--- src/hw/rtl/fully_associative_tlb_core_defines.svh ---
// Assertion macros shared by the translation buffer RTL.
`ifndef FULLY_ASSOCIATIVE_TLB_CORE_DEFINES_SVH
`define FULLY_ASSOCIATIVE_TLB_CORE_DEFINES_SVH

// same-cycle implication, off during reset
`define FAT_ASSERT_NOW(lbl, clk_s, rst_s, ant, cons) \
	lbl: assert property (@(posedge clk_s) disable iff (!rst_s) (ant) |-> (cons)) \
		else $error("fat assertion failed");

// next-cycle implication, off during reset
`define FAT_ASSERT_NEXT(lbl, clk_s, rst_s, ant, cons) \
	lbl: assert property (@(posedge clk_s) disable iff (!rst_s) (ant) |=> (cons)) \
		else $error("fat assertion failed");

`endif

--- src/hw/rtl/fat_pkg.sv ---
// Types and constants of the translation buffer.
package fat_pkg;

	localparam int ENTRY_COUNT = 16;
	localparam int PAGE_WIDTH  = 24;
	localparam int FRAME_WIDTH = 16;
	localparam int IDX_W       = (ENTRY_COUNT > 1) ? $clog2(ENTRY_COUNT) : 1;
	localparam int CNT_W       = 32;

	localparam logic [IDX_W-1:0] LAST_SLOT = IDX_W'(ENTRY_COUNT - 1);

	typedef enum logic [1:0] {
		MODE_LOOKUP     = 2'd0,
		MODE_INSERT     = 2'd1,
		MODE_INVALIDATE = 2'd2
	} mode_t;

	// request as it travels down the cell chain
	typedef struct packed {
		logic                   valid;
		logic [1:0]             mode;
		logic [PAGE_WIDTH-1:0]  page;
		logic [FRAME_WIDTH-1:0] frame;
		logic [IDX_W-1:0]       slot;
		logic                   hit;
		logic [FRAME_WIDTH-1:0] found;
	} token_t;

endpackage

--- src/hw/rtl/fat_ifs.sv ---
// Request and response channel interfaces.
interface fat_req_if;
	import fat_pkg::*;

	logic                   valid;
	logic                   ready;
	logic [1:0]             mode;
	logic [PAGE_WIDTH-1:0]  vpn;
	logic [FRAME_WIDTH-1:0] insert_frame;

	modport source (output valid, output mode, output vpn, output insert_frame,
		input ready);
	modport sink (input valid, input mode, input vpn, input insert_frame,
		output ready);
endinterface

interface fat_rsp_if;
	import fat_pkg::*;

	logic                   valid;
	logic                   ready;
	logic                   hit;
	logic [FRAME_WIDTH-1:0] found_frame;
	logic [CNT_W-1:0]       access_count;
	logic [CNT_W-1:0]       hit_count;
	logic [CNT_W-1:0]       miss_count;

	modport source (output valid, output hit, output found_frame, output access_count,
		output hit_count, output miss_count, input ready);
	modport sink (input valid, input hit, input found_frame, input access_count,
		input hit_count, input miss_count, output ready);
endinterface

--- src/hw/rtl/fat_cell.sv ---
// One buffer entry plus the chain stage that passes requests to the next entry.
module fat_cell (
	input  logic                    clk,
	input  logic                    arst_n,
	input  logic                    adv,
	input  logic [fat_pkg::IDX_W-1:0] idx,
	input  fat_pkg::token_t         tok_in,
	output fat_pkg::token_t         tok_out
);
	import fat_pkg::*;

	logic                   ent_valid_q;
	logic [PAGE_WIDTH-1:0]  ent_page_q;
	logic [FRAME_WIDTH-1:0] ent_frame_q;
	logic                   tok_valid_q;
	token_t                 tok_q;
	token_t                 tok_nxt;
	logic                   take;
	logic                   wr_ent;
	logic                   match;

	assign take   = adv && tok_in.valid;
	assign wr_ent = take && (tok_in.mode == MODE_INSERT) && (tok_in.slot == idx);
	// earlier cells already claimed the lowest index if they hit
	assign match  = (tok_in.mode == MODE_LOOKUP) && !tok_in.hit && ent_valid_q &&
		(ent_page_q == tok_in.page);

	always_comb begin
		tok_nxt = tok_in;
		if (match) begin
			tok_nxt.hit   = 1'b1;
			tok_nxt.found = ent_frame_q;
		end
	end

	always_ff @(posedge clk or negedge arst_n) begin
		if (!arst_n) begin
			ent_valid_q <= 1'b0;
		end else if (take) begin
			if (wr_ent)
				ent_valid_q <= 1'b1;
			else if (tok_in.mode == MODE_INVALIDATE)
				ent_valid_q <= 1'b0;
		end
	end

	always_ff @(posedge clk) begin
		if (wr_ent) begin
			ent_page_q  <= tok_in.page;
			ent_frame_q <= tok_in.frame;
		end
	end

	always_ff @(posedge clk or negedge arst_n) begin
		if (!arst_n)
			tok_valid_q <= 1'b0;
		else if (adv)
			tok_valid_q <= tok_in.valid;
	end

	always_ff @(posedge clk) begin
		if (adv)
			tok_q <= tok_nxt;
	end

	always_comb begin
		tok_out       = tok_q;
		tok_out.valid = tok_valid_q;
	end

endmodule

--- src/hw/rtl/fat_tail.sv ---
// End of the chain: running totals and the response register.
`include "fully_associative_tlb_core_defines.svh"

module fat_tail (
	input  logic            clk,
	input  logic            arst_n,
	input  fat_pkg::token_t tok,
	output logic            adv,
	fat_rsp_if.source       rsp
);
	import fat_pkg::*;

	logic                   out_valid_q;
	logic                   hit_q;
	logic [FRAME_WIDTH-1:0] frame_q;
	logic [CNT_W-1:0]       acc_q;
	logic [CNT_W-1:0]       hits_q;
	logic [CNT_W-1:0]       miss_q;
	logic                   lookup;

	assign adv    = !out_valid_q || rsp.ready;
	assign lookup = adv && tok.valid && (tok.mode == MODE_LOOKUP);

	always_ff @(posedge clk or negedge arst_n) begin
		if (!arst_n) begin
			out_valid_q <= 1'b0;
			acc_q       <= '0;
			hits_q      <= '0;
			miss_q      <= '0;
		end else begin
			if (adv)
				out_valid_q <= tok.valid;
			if (lookup) begin
				acc_q <= acc_q + 1'b1;
				if (tok.hit)
					hits_q <= hits_q + 1'b1;
				else
					miss_q <= miss_q + 1'b1;
			end
		end
	end

	always_ff @(posedge clk) begin
		if (adv) begin
			hit_q   <= tok.hit;
			frame_q <= tok.hit ? tok.found : '0;
		end
	end

	assign rsp.valid        = out_valid_q;
	assign rsp.hit          = hit_q;
	assign rsp.found_frame  = frame_q;
	assign rsp.access_count = acc_q;
	assign rsp.hit_count    = hits_q;
	assign rsp.miss_count   = miss_q;

	`FAT_ASSERT_NOW(a_totals_add_up, clk, arst_n, 1'b1, acc_q == CNT_W'(hits_q + miss_q))
	`FAT_ASSERT_NEXT(a_totals_hold_on_stall, clk, arst_n, !adv, $stable(acc_q) && $stable(hits_q))
	`FAT_ASSERT_NOW(a_hit_only_on_lookup, clk, arst_n, tok.valid && tok.hit,
		tok.mode == MODE_LOOKUP)

endmodule

--- src/hw/rtl/fully_associative_tlb_core.sv ---
// Top level of the fully associative translation buffer with round-robin fill.
//
//  channel  role  carries
//  req      sink  mode, vpn, insert_frame
//  rsp      src   hit, found_frame, access_count, hit_count, miss_count
//
// One request per cycle while the response is not stalled; each request then walks
// one entry cell per cycle, and fat_tail's response register holds its result.
// Reset clears valid bits, replacement pointer and totals; entry contents are not reset.
// A stalled response freezes the whole chain and drops req.ready.
`include "fully_associative_tlb_core_defines.svh"

module fully_associative_tlb_core (
	input  logic   clk,
	input  logic   arst_n,
	fat_req_if.sink   req,
	fat_rsp_if.source rsp
);
	import fat_pkg::*;

	logic             adv;
	logic [IDX_W-1:0] ptr_q;
	logic             ins_xfer;
	token_t           chain [ENTRY_COUNT+1];

	assign req.ready = adv;
	assign ins_xfer  = req.valid && adv && (req.mode == MODE_INSERT);

	always_ff @(posedge clk or negedge arst_n) begin
		if (!arst_n)
			ptr_q <= '0;
		else if (ins_xfer)
			ptr_q <= (ptr_q == LAST_SLOT) ? '0 : ptr_q + 1'b1;
	end

	always_comb begin
		chain[0].valid = req.valid;
		chain[0].mode  = req.mode;
		chain[0].page  = req.vpn;
		chain[0].frame = req.insert_frame;
		chain[0].slot  = ptr_q;
		chain[0].hit   = 1'b0;
		chain[0].found = '0;
	end

	for (genvar i = 0; i < ENTRY_COUNT; i++) begin : g_cell
		fat_cell u_cell (
			.clk     (clk),
			.arst_n  (arst_n),
			.adv     (adv),
			.idx     (IDX_W'(i)),
			.tok_in  (chain[i]),
			.tok_out (chain[i+1])
		);
	end

	fat_tail u_tail (
		.clk    (clk),
		.arst_n (arst_n),
		.tok    (chain[ENTRY_COUNT]),
		.adv    (adv),
		.rsp    (rsp)
	);

	`FAT_ASSERT_NEXT(a_ptr_advances, clk, arst_n, ins_xfer,
		ptr_q == (($past(ptr_q) == LAST_SLOT) ? '0 : IDX_W'($past(ptr_q) + 1'b1)))
	`FAT_ASSERT_NEXT(a_ptr_holds, clk, arst_n, !ins_xfer, $stable(ptr_q))
	`FAT_ASSERT_NOW(a_ptr_in_range, clk, arst_n, 1'b1, ptr_q <= LAST_SLOT)

endmodule

--- src/flat_wrapper.sv ---
// flat-port wrapper written by rule: the top's interface ports become plain ports
module fully_associative_tlb_core_flat import fat_pkg::*;
  (clk, arst_n, req_valid, req_mode, req_vpn, req_insert_frame, req_ready, rsp_valid, rsp_hit, rsp_found_frame, rsp_access_count, rsp_hit_count, rsp_miss_count, rsp_ready);
  fat_req_if req_i ();
  fat_rsp_if rsp_i ();
  input  logic clk;
  input  logic arst_n;
  input wire logic [$bits(req_i.valid)-1:0] req_valid;
  input wire logic [$bits(req_i.mode)-1:0] req_mode;
  input wire logic [$bits(req_i.vpn)-1:0] req_vpn;
  input wire logic [$bits(req_i.insert_frame)-1:0] req_insert_frame;
  output wire logic [$bits(req_i.ready)-1:0] req_ready;
  output wire logic [$bits(rsp_i.valid)-1:0] rsp_valid;
  output wire logic [$bits(rsp_i.hit)-1:0] rsp_hit;
  output wire logic [$bits(rsp_i.found_frame)-1:0] rsp_found_frame;
  output wire logic [$bits(rsp_i.access_count)-1:0] rsp_access_count;
  output wire logic [$bits(rsp_i.hit_count)-1:0] rsp_hit_count;
  output wire logic [$bits(rsp_i.miss_count)-1:0] rsp_miss_count;
  input wire logic [$bits(rsp_i.ready)-1:0] rsp_ready;
  assign req_i.valid = req_valid;
  assign req_i.mode = req_mode;
  assign req_i.vpn = req_vpn;
  assign req_i.insert_frame = req_insert_frame;
  assign req_ready = req_i.ready;
  assign rsp_valid = rsp_i.valid;
  assign rsp_hit = rsp_i.hit;
  assign rsp_found_frame = rsp_i.found_frame;
  assign rsp_access_count = rsp_i.access_count;
  assign rsp_hit_count = rsp_i.hit_count;
  assign rsp_miss_count = rsp_i.miss_count;
  assign rsp_i.ready = rsp_ready;
  fully_associative_tlb_core u_core (.clk(clk), .arst_n(arst_n), .req(req_i), .rsp(rsp_i));
endmodule
--- config.mk ---
export PLATFORM = sky130hd
export DESIGN_NAME = fully_associative_tlb_core_flat
export DESIGN_NICKNAME = d
export VERILOG_FILES = /design/src/hw/rtl/fat_pkg.sv /design/src/hw/rtl/fat_ifs.sv /design/src/hw/rtl/fat_cell.sv /design/src/hw/rtl/fat_tail.sv /design/src/hw/rtl/fully_associative_tlb_core.sv /design/src/flat_wrapper.sv
export VERILOG_INCLUDE_DIRS = /design/src /design/src/hw/rtl
export SDC_FILE = /design/constraint.sdc
export NUM_CORES = 2
export LEC_CHECK = 0
export ABC_AREA = 1
export BUFFER_PORTS_ARGS = -buffer_cell sky130_fd_sc_hd__buf_2
export CELL_PAD_IN_SITES_DETAIL_PLACEMENT = 0
export CELL_PAD_IN_SITES_GLOBAL_PLACEMENT = 1
export CORE_MARGIN = 1
export CORE_UTILIZATION = 25
export CTS_CLUSTER_SIZE = 40
export DETAILED_ROUTE_END_ITERATION = 16
export PLACE_DENSITY = 0.44
export SYNTH_ARGS = -nofsm -noshare
export SYNTH_HDL_FRONTEND = slang
export SYNTH_SLANG_ARGS = --single-unit
--- constraint.sdc ---
create_clock -name clk -period 82.2 [get_ports clk]
set_input_delay 0 -clock clk [delete_from_list [all_inputs] [get_ports clk]]
set_output_delay 0 -clock clk [all_outputs]
set_load 0.1 [all_outputs]
==> qor.csv <==
stage,metric,value,unit
logic_synthesis,syn avg cell area,12.30,sq um
power,Power Internal,1.952,mW
global_routing,met1 Track Usage GR,11.89,%
power,switching share of power,27.49,%
power,Switch Pwr,0.7399,mW
detailed_routing,Initial DRC Count,1827,
clock_network,worst skew pair latency,850,ps
floorplanning,core area,270500,sq um
detailed_routing,final WL,126.9,mm
clock_network,clk sinks,1754,
critical_path,Worst path most repeated cell,buf_4,
clock_network,post_cts resized,0,
critical_path,CP arrival,4680,ps
logic_synthesis,Area contributors post-synth,"edfxtp_1 72%, nand2_1 10%, dfrtp_1 4.9%",
timing,Max Clk Rate,0.2354,GHz
global_routing,met3 Track Usage GR,1.808,%
logic_synthesis,Compound-Gate Fraction of Synth Area,2.380,%
timing,skew final,57.55,ps
critical_path,Setup CP Type,reg2reg,
clock_network,Setup Buffers After CTS,0,
critical_path,slowest cell on the critical path,buf_4,
timing,Setup TNS,0,ps
logic_synthesis,Synth top area share,71.65,%
worst_hold_path,Hold Crit Class,in2reg,
placed_design,port bufs,160,
global_routing,initial antenna violation count,2,
logic_synthesis,most used flip-flop cell after synthesis,edfxtp_1,
logic_synthesis,"area leader, netlist",edfxtp_1,
power,clock share of power,31.5,%
logic_synthesis,"FFs w/ async S/R, synth",7.583,%
logic_synthesis,sequential area share after synthesis,76.55,%
detailed_routing,Via-to-Cell Ratio,3.706,
clock_network,Root Buffer Master,clkbuf_16,
power,Pwr Density,33.51,nW/um^2
logic_synthesis,Yosys reg bits,1754,
timing,fin crit share,5.168,%
logic_synthesis,cell count after synthesis,5522,
floorplanning,initial core utilization,25.11,%
floorplanning,I/O Pins,161,
power,Peak VDD IR,17.02,uV
logic_synthesis,Synth top cells by count,"1894 x nand2_1, 1621 x edfxtp_1, 771 x inv_1",
logic_synthesis,synthesized cell area,67940,sq um
critical_path,critical path endpoint category,flip-flop,
clock_network,clk slew on worst S/H paths,60,ps
clock_network,TritonCTS Buffers,204,
timing,# setup viols final,0,
floorplanning,Die ar.,273800,sq um
critical_path,CP required,82630,ps
timing,"Hold Vio Cnt, Final",0,
detailed_routing,Vias,35880,
floorplanning,row cnt,191,
critical_path,Critical Path Fanout Max,89,
critical_path,Buf/Inv on CP,6,
critical_path,"slowest stage delay, CP",800,ps
global_routing,largest net degree at the start of global routing,172,
logic_synthesis,largest family of logic cells by synthesized area,simple AND/OR/NAND/NOR gates,
clock_network,CTS tree,yes,
detailed_routing,antenna-violating nets left,0,
placed_design,DP HPWL,84.99,mm
timing,Max-Slew Margin vs Limit,30.23,%
global_routing,Overflow after GRT,0,
layout,Util after Layout,29.69,%
logic_synthesis,Cell variety after synth,35,
outcome,status,finished clean,
detailed_routing,1st-pass router iterations,5,
logic_synthesis,Synth Warn #,0,
layout,Fillers,27470,
clock_network,cts hold-fix bufs,91,
floorplanning,Die W,523.3,um
global_routing,GR Util met2,15.57,%
layout,share of cells above drive strength 1,8.563,%
layout,Nets,6003,
critical_path,startpoint types,flip-flop,
power,Gate power share,11.6,%
timing,worst slew pin tran,1047,ps
timing,Period minus WS final,4249,ps
layout,Syn-to-layout area delta,18.24,%
logic_synthesis,Post-synth EDFFs,1621,
floorplanning,Die Ht,523.3,um
logic_synthesis,Synth Area in Simple Gates,14.41,%
logic_synthesis,mux contribution to synthesized area,0,%
logic_synthesis,post-synthesis adder-cell area fraction,0.09209,%
detailed_routing,WL per Instance,13.11,um
global_routing,GRT busiest layer,met2,
logic_synthesis,most frequent cell after synthesis,nand2_1,
global_routing,first-pass GRT wire length,203.8,mm
global_routing,vias in the first global route,36080,
timing,RSZ-0062 raised after global routing,false,
detailed_routing,residual DRC count,0,
power,Pleak,32.47,nW
power,Seq pwr share,56.9,%
global_routing,GRT Total Usage,9.260,%
logic_synthesis,syn_nets,5573,
logic_synthesis,XOR/XNOR share of the synthesized area,1.740,%
critical_path,critical path's top delay family,buffers and inverters,
critical_path,worst path cell trace,inv_1 > nor2_4 > buf_4 > inv_8 > buf_4 > buf_4 > nand2_1 > nor4_2 > buf_4,
job,number of max-cap violations,0,
placed_design,gpl congestion,0.7363,
clock_network,clk buf depth,4,
timing,Max Slew Vio Count,0,
clock_network,H-tree level count,4,
[tightest hold or removal path, cell delays in order]
cell and delay (ps):
dlygate4sd3_1 520, buf_2 130, nand3_1 120, a21oi_1 120, o21ai_0 80
[path summary, 6_finish.rpt]
check | startpoint | end | slack (ps) | depth (start not counted)
min in group asynchronous | arst_n | u_core.u_tail.rsp.hit_count[31] | 360 | 4
setup / recovery | u_core.u_tail.rsp.valid | u_core.g_cell[14].u_cell.ent_page_q[0] | 77950 | 9
max in group asynchronous | arst_n | u_core.u_tail.rsp.miss_count[3] | 80980 | 4
setup reg to reg | u_core.u_tail.rsp.valid | u_core.g_cell[14].u_cell.ent_page_q[0] | 77950 | 9
hold reg to reg | u_core.g_cell[7].u_cell.tok_out[32] | u_core.g_cell[8].u_cell.tok_out[32] | 410 | 0
hold / removal | req_valid | u_core.ptr_q[3] | 200 | 5
[cells in the final DEF (no fill, tap or decap), drive strengths merged, types with 3 or more instances in the layout]
| cell type | Yosys | final |
|---|---|---|
| nor3 | 41 | 41 |
| xor2 | 61 | 61 |
| nand3b | 19 | 19 |
| clkbuf | 36 | 279 |
| a21o | 4 | 4 |
| nand3 | 75 | 75 |
| dlygate4sd3 | 0 | 90 |
| xnor2 | 74 | 74 |
| nor2 | 382 | 382 |
| nand4 | 28 | 28 |
| bufinv | 0 | 9 |
| a21boi | 7 | 7 |
| clkinv | 3 | 73 |
| o31ai | 11 | 11 |
| nand2 | 1896 | 1896 |
| buf | 22 | 192 |
| o21ai | 286 | 286 |
| edfxtp | 1621 | 1621 |
| dfrtp | 133 | 133 |
| nor4 | 4 | 4 |
| ha | 5 | 5 |
| inv | 794 | 795 |
| or2 | 16 | 16 |
| clkinvlp | 0 | 3 |
| diode | 0 | 4 |
[stage by stage]
stage	instance area [sq um]	power [mW]	setup WS, ps	std cells	hold WS [ps]
6_report	80330	2.692	77950	9682	204.3
5_1_grt	80330	2.860	77540	9682	171.7
4_1_cts	80320	2.755	77830	9678	89.92
3_5_place_dp	73210	1.881	77860	9225	122.7
3_3_place_gp	73210	1.871	77830	9225	103.9
2_1_floorplan	67940	1.854	51460	5522	-295.6
[sequential cells by signal, indices dropped and copies added, names as in the netlist]
signal	count
u_core.u_tail.rsp.hit	1
u_core.u_tail.rsp.hit_count	32
u_core.ptr_q	4
u_core.u_tail.rsp.miss_count	32
u_core.g_cell.u_cell.ent_frame_q	256
u_core.u_tail.rsp.found_frame	16
u_core.u_tail.rsp.access_count	32
u_core.g_cell.u_cell.tok_valid_q	16
u_core.u_tail.rsp.valid	1
u_core.g_cell.u_cell.tok_out	964
u_core.g_cell.u_cell.ent_valid_q	16
u_core.g_cell.u_cell.ent_page_q	384
[cell type report]
type,instances,area (sq um),area share (%)
flip-flops and latches,1754,52000,64.74
multi-input cells,2913,12680,15.78
repair buffers,282,1993,2.481
inverters,797,2999,3.734
well taps,3570,4467,5.561
clock inverters,83,649.4,0.8084
clock buffers,279,5530,6.885
diodes,4,10.01,0.01246
[kinds of logic after synthesis]
kind of cell    Yosys count
compound gates          311
fa+ha+maj                 5
xor+xnor                135
buf+inv                 855
simple gates           2462
flops                  1754
[layer usage]
layer / wire, um / part of all wire [%]
met5: 0 / 0
met4: 3389 / 2.7
met3: 4228 / 3.3
met2: 60360 / 48
met1: 58970 / 46
[power by group through the flow]
| stage | clock [mW] | combinational, mW | sequential [mW] |
|---|---|---|---|
| after floorplan | 0 | 0.201 | 1.65 |
| after global placement | 0 | 0.316 | 1.56 |
| after detailed placement | 0 | 0.320 | 1.56 |
| after CTS | 0.887 | 0.324 | 1.54 |
| after global routing | 0.917 | 0.367 | 1.58 |
| final | 0.847 | 0.313 | 1.53 |
Note: power is estimated with default switching activity, not from simulation.
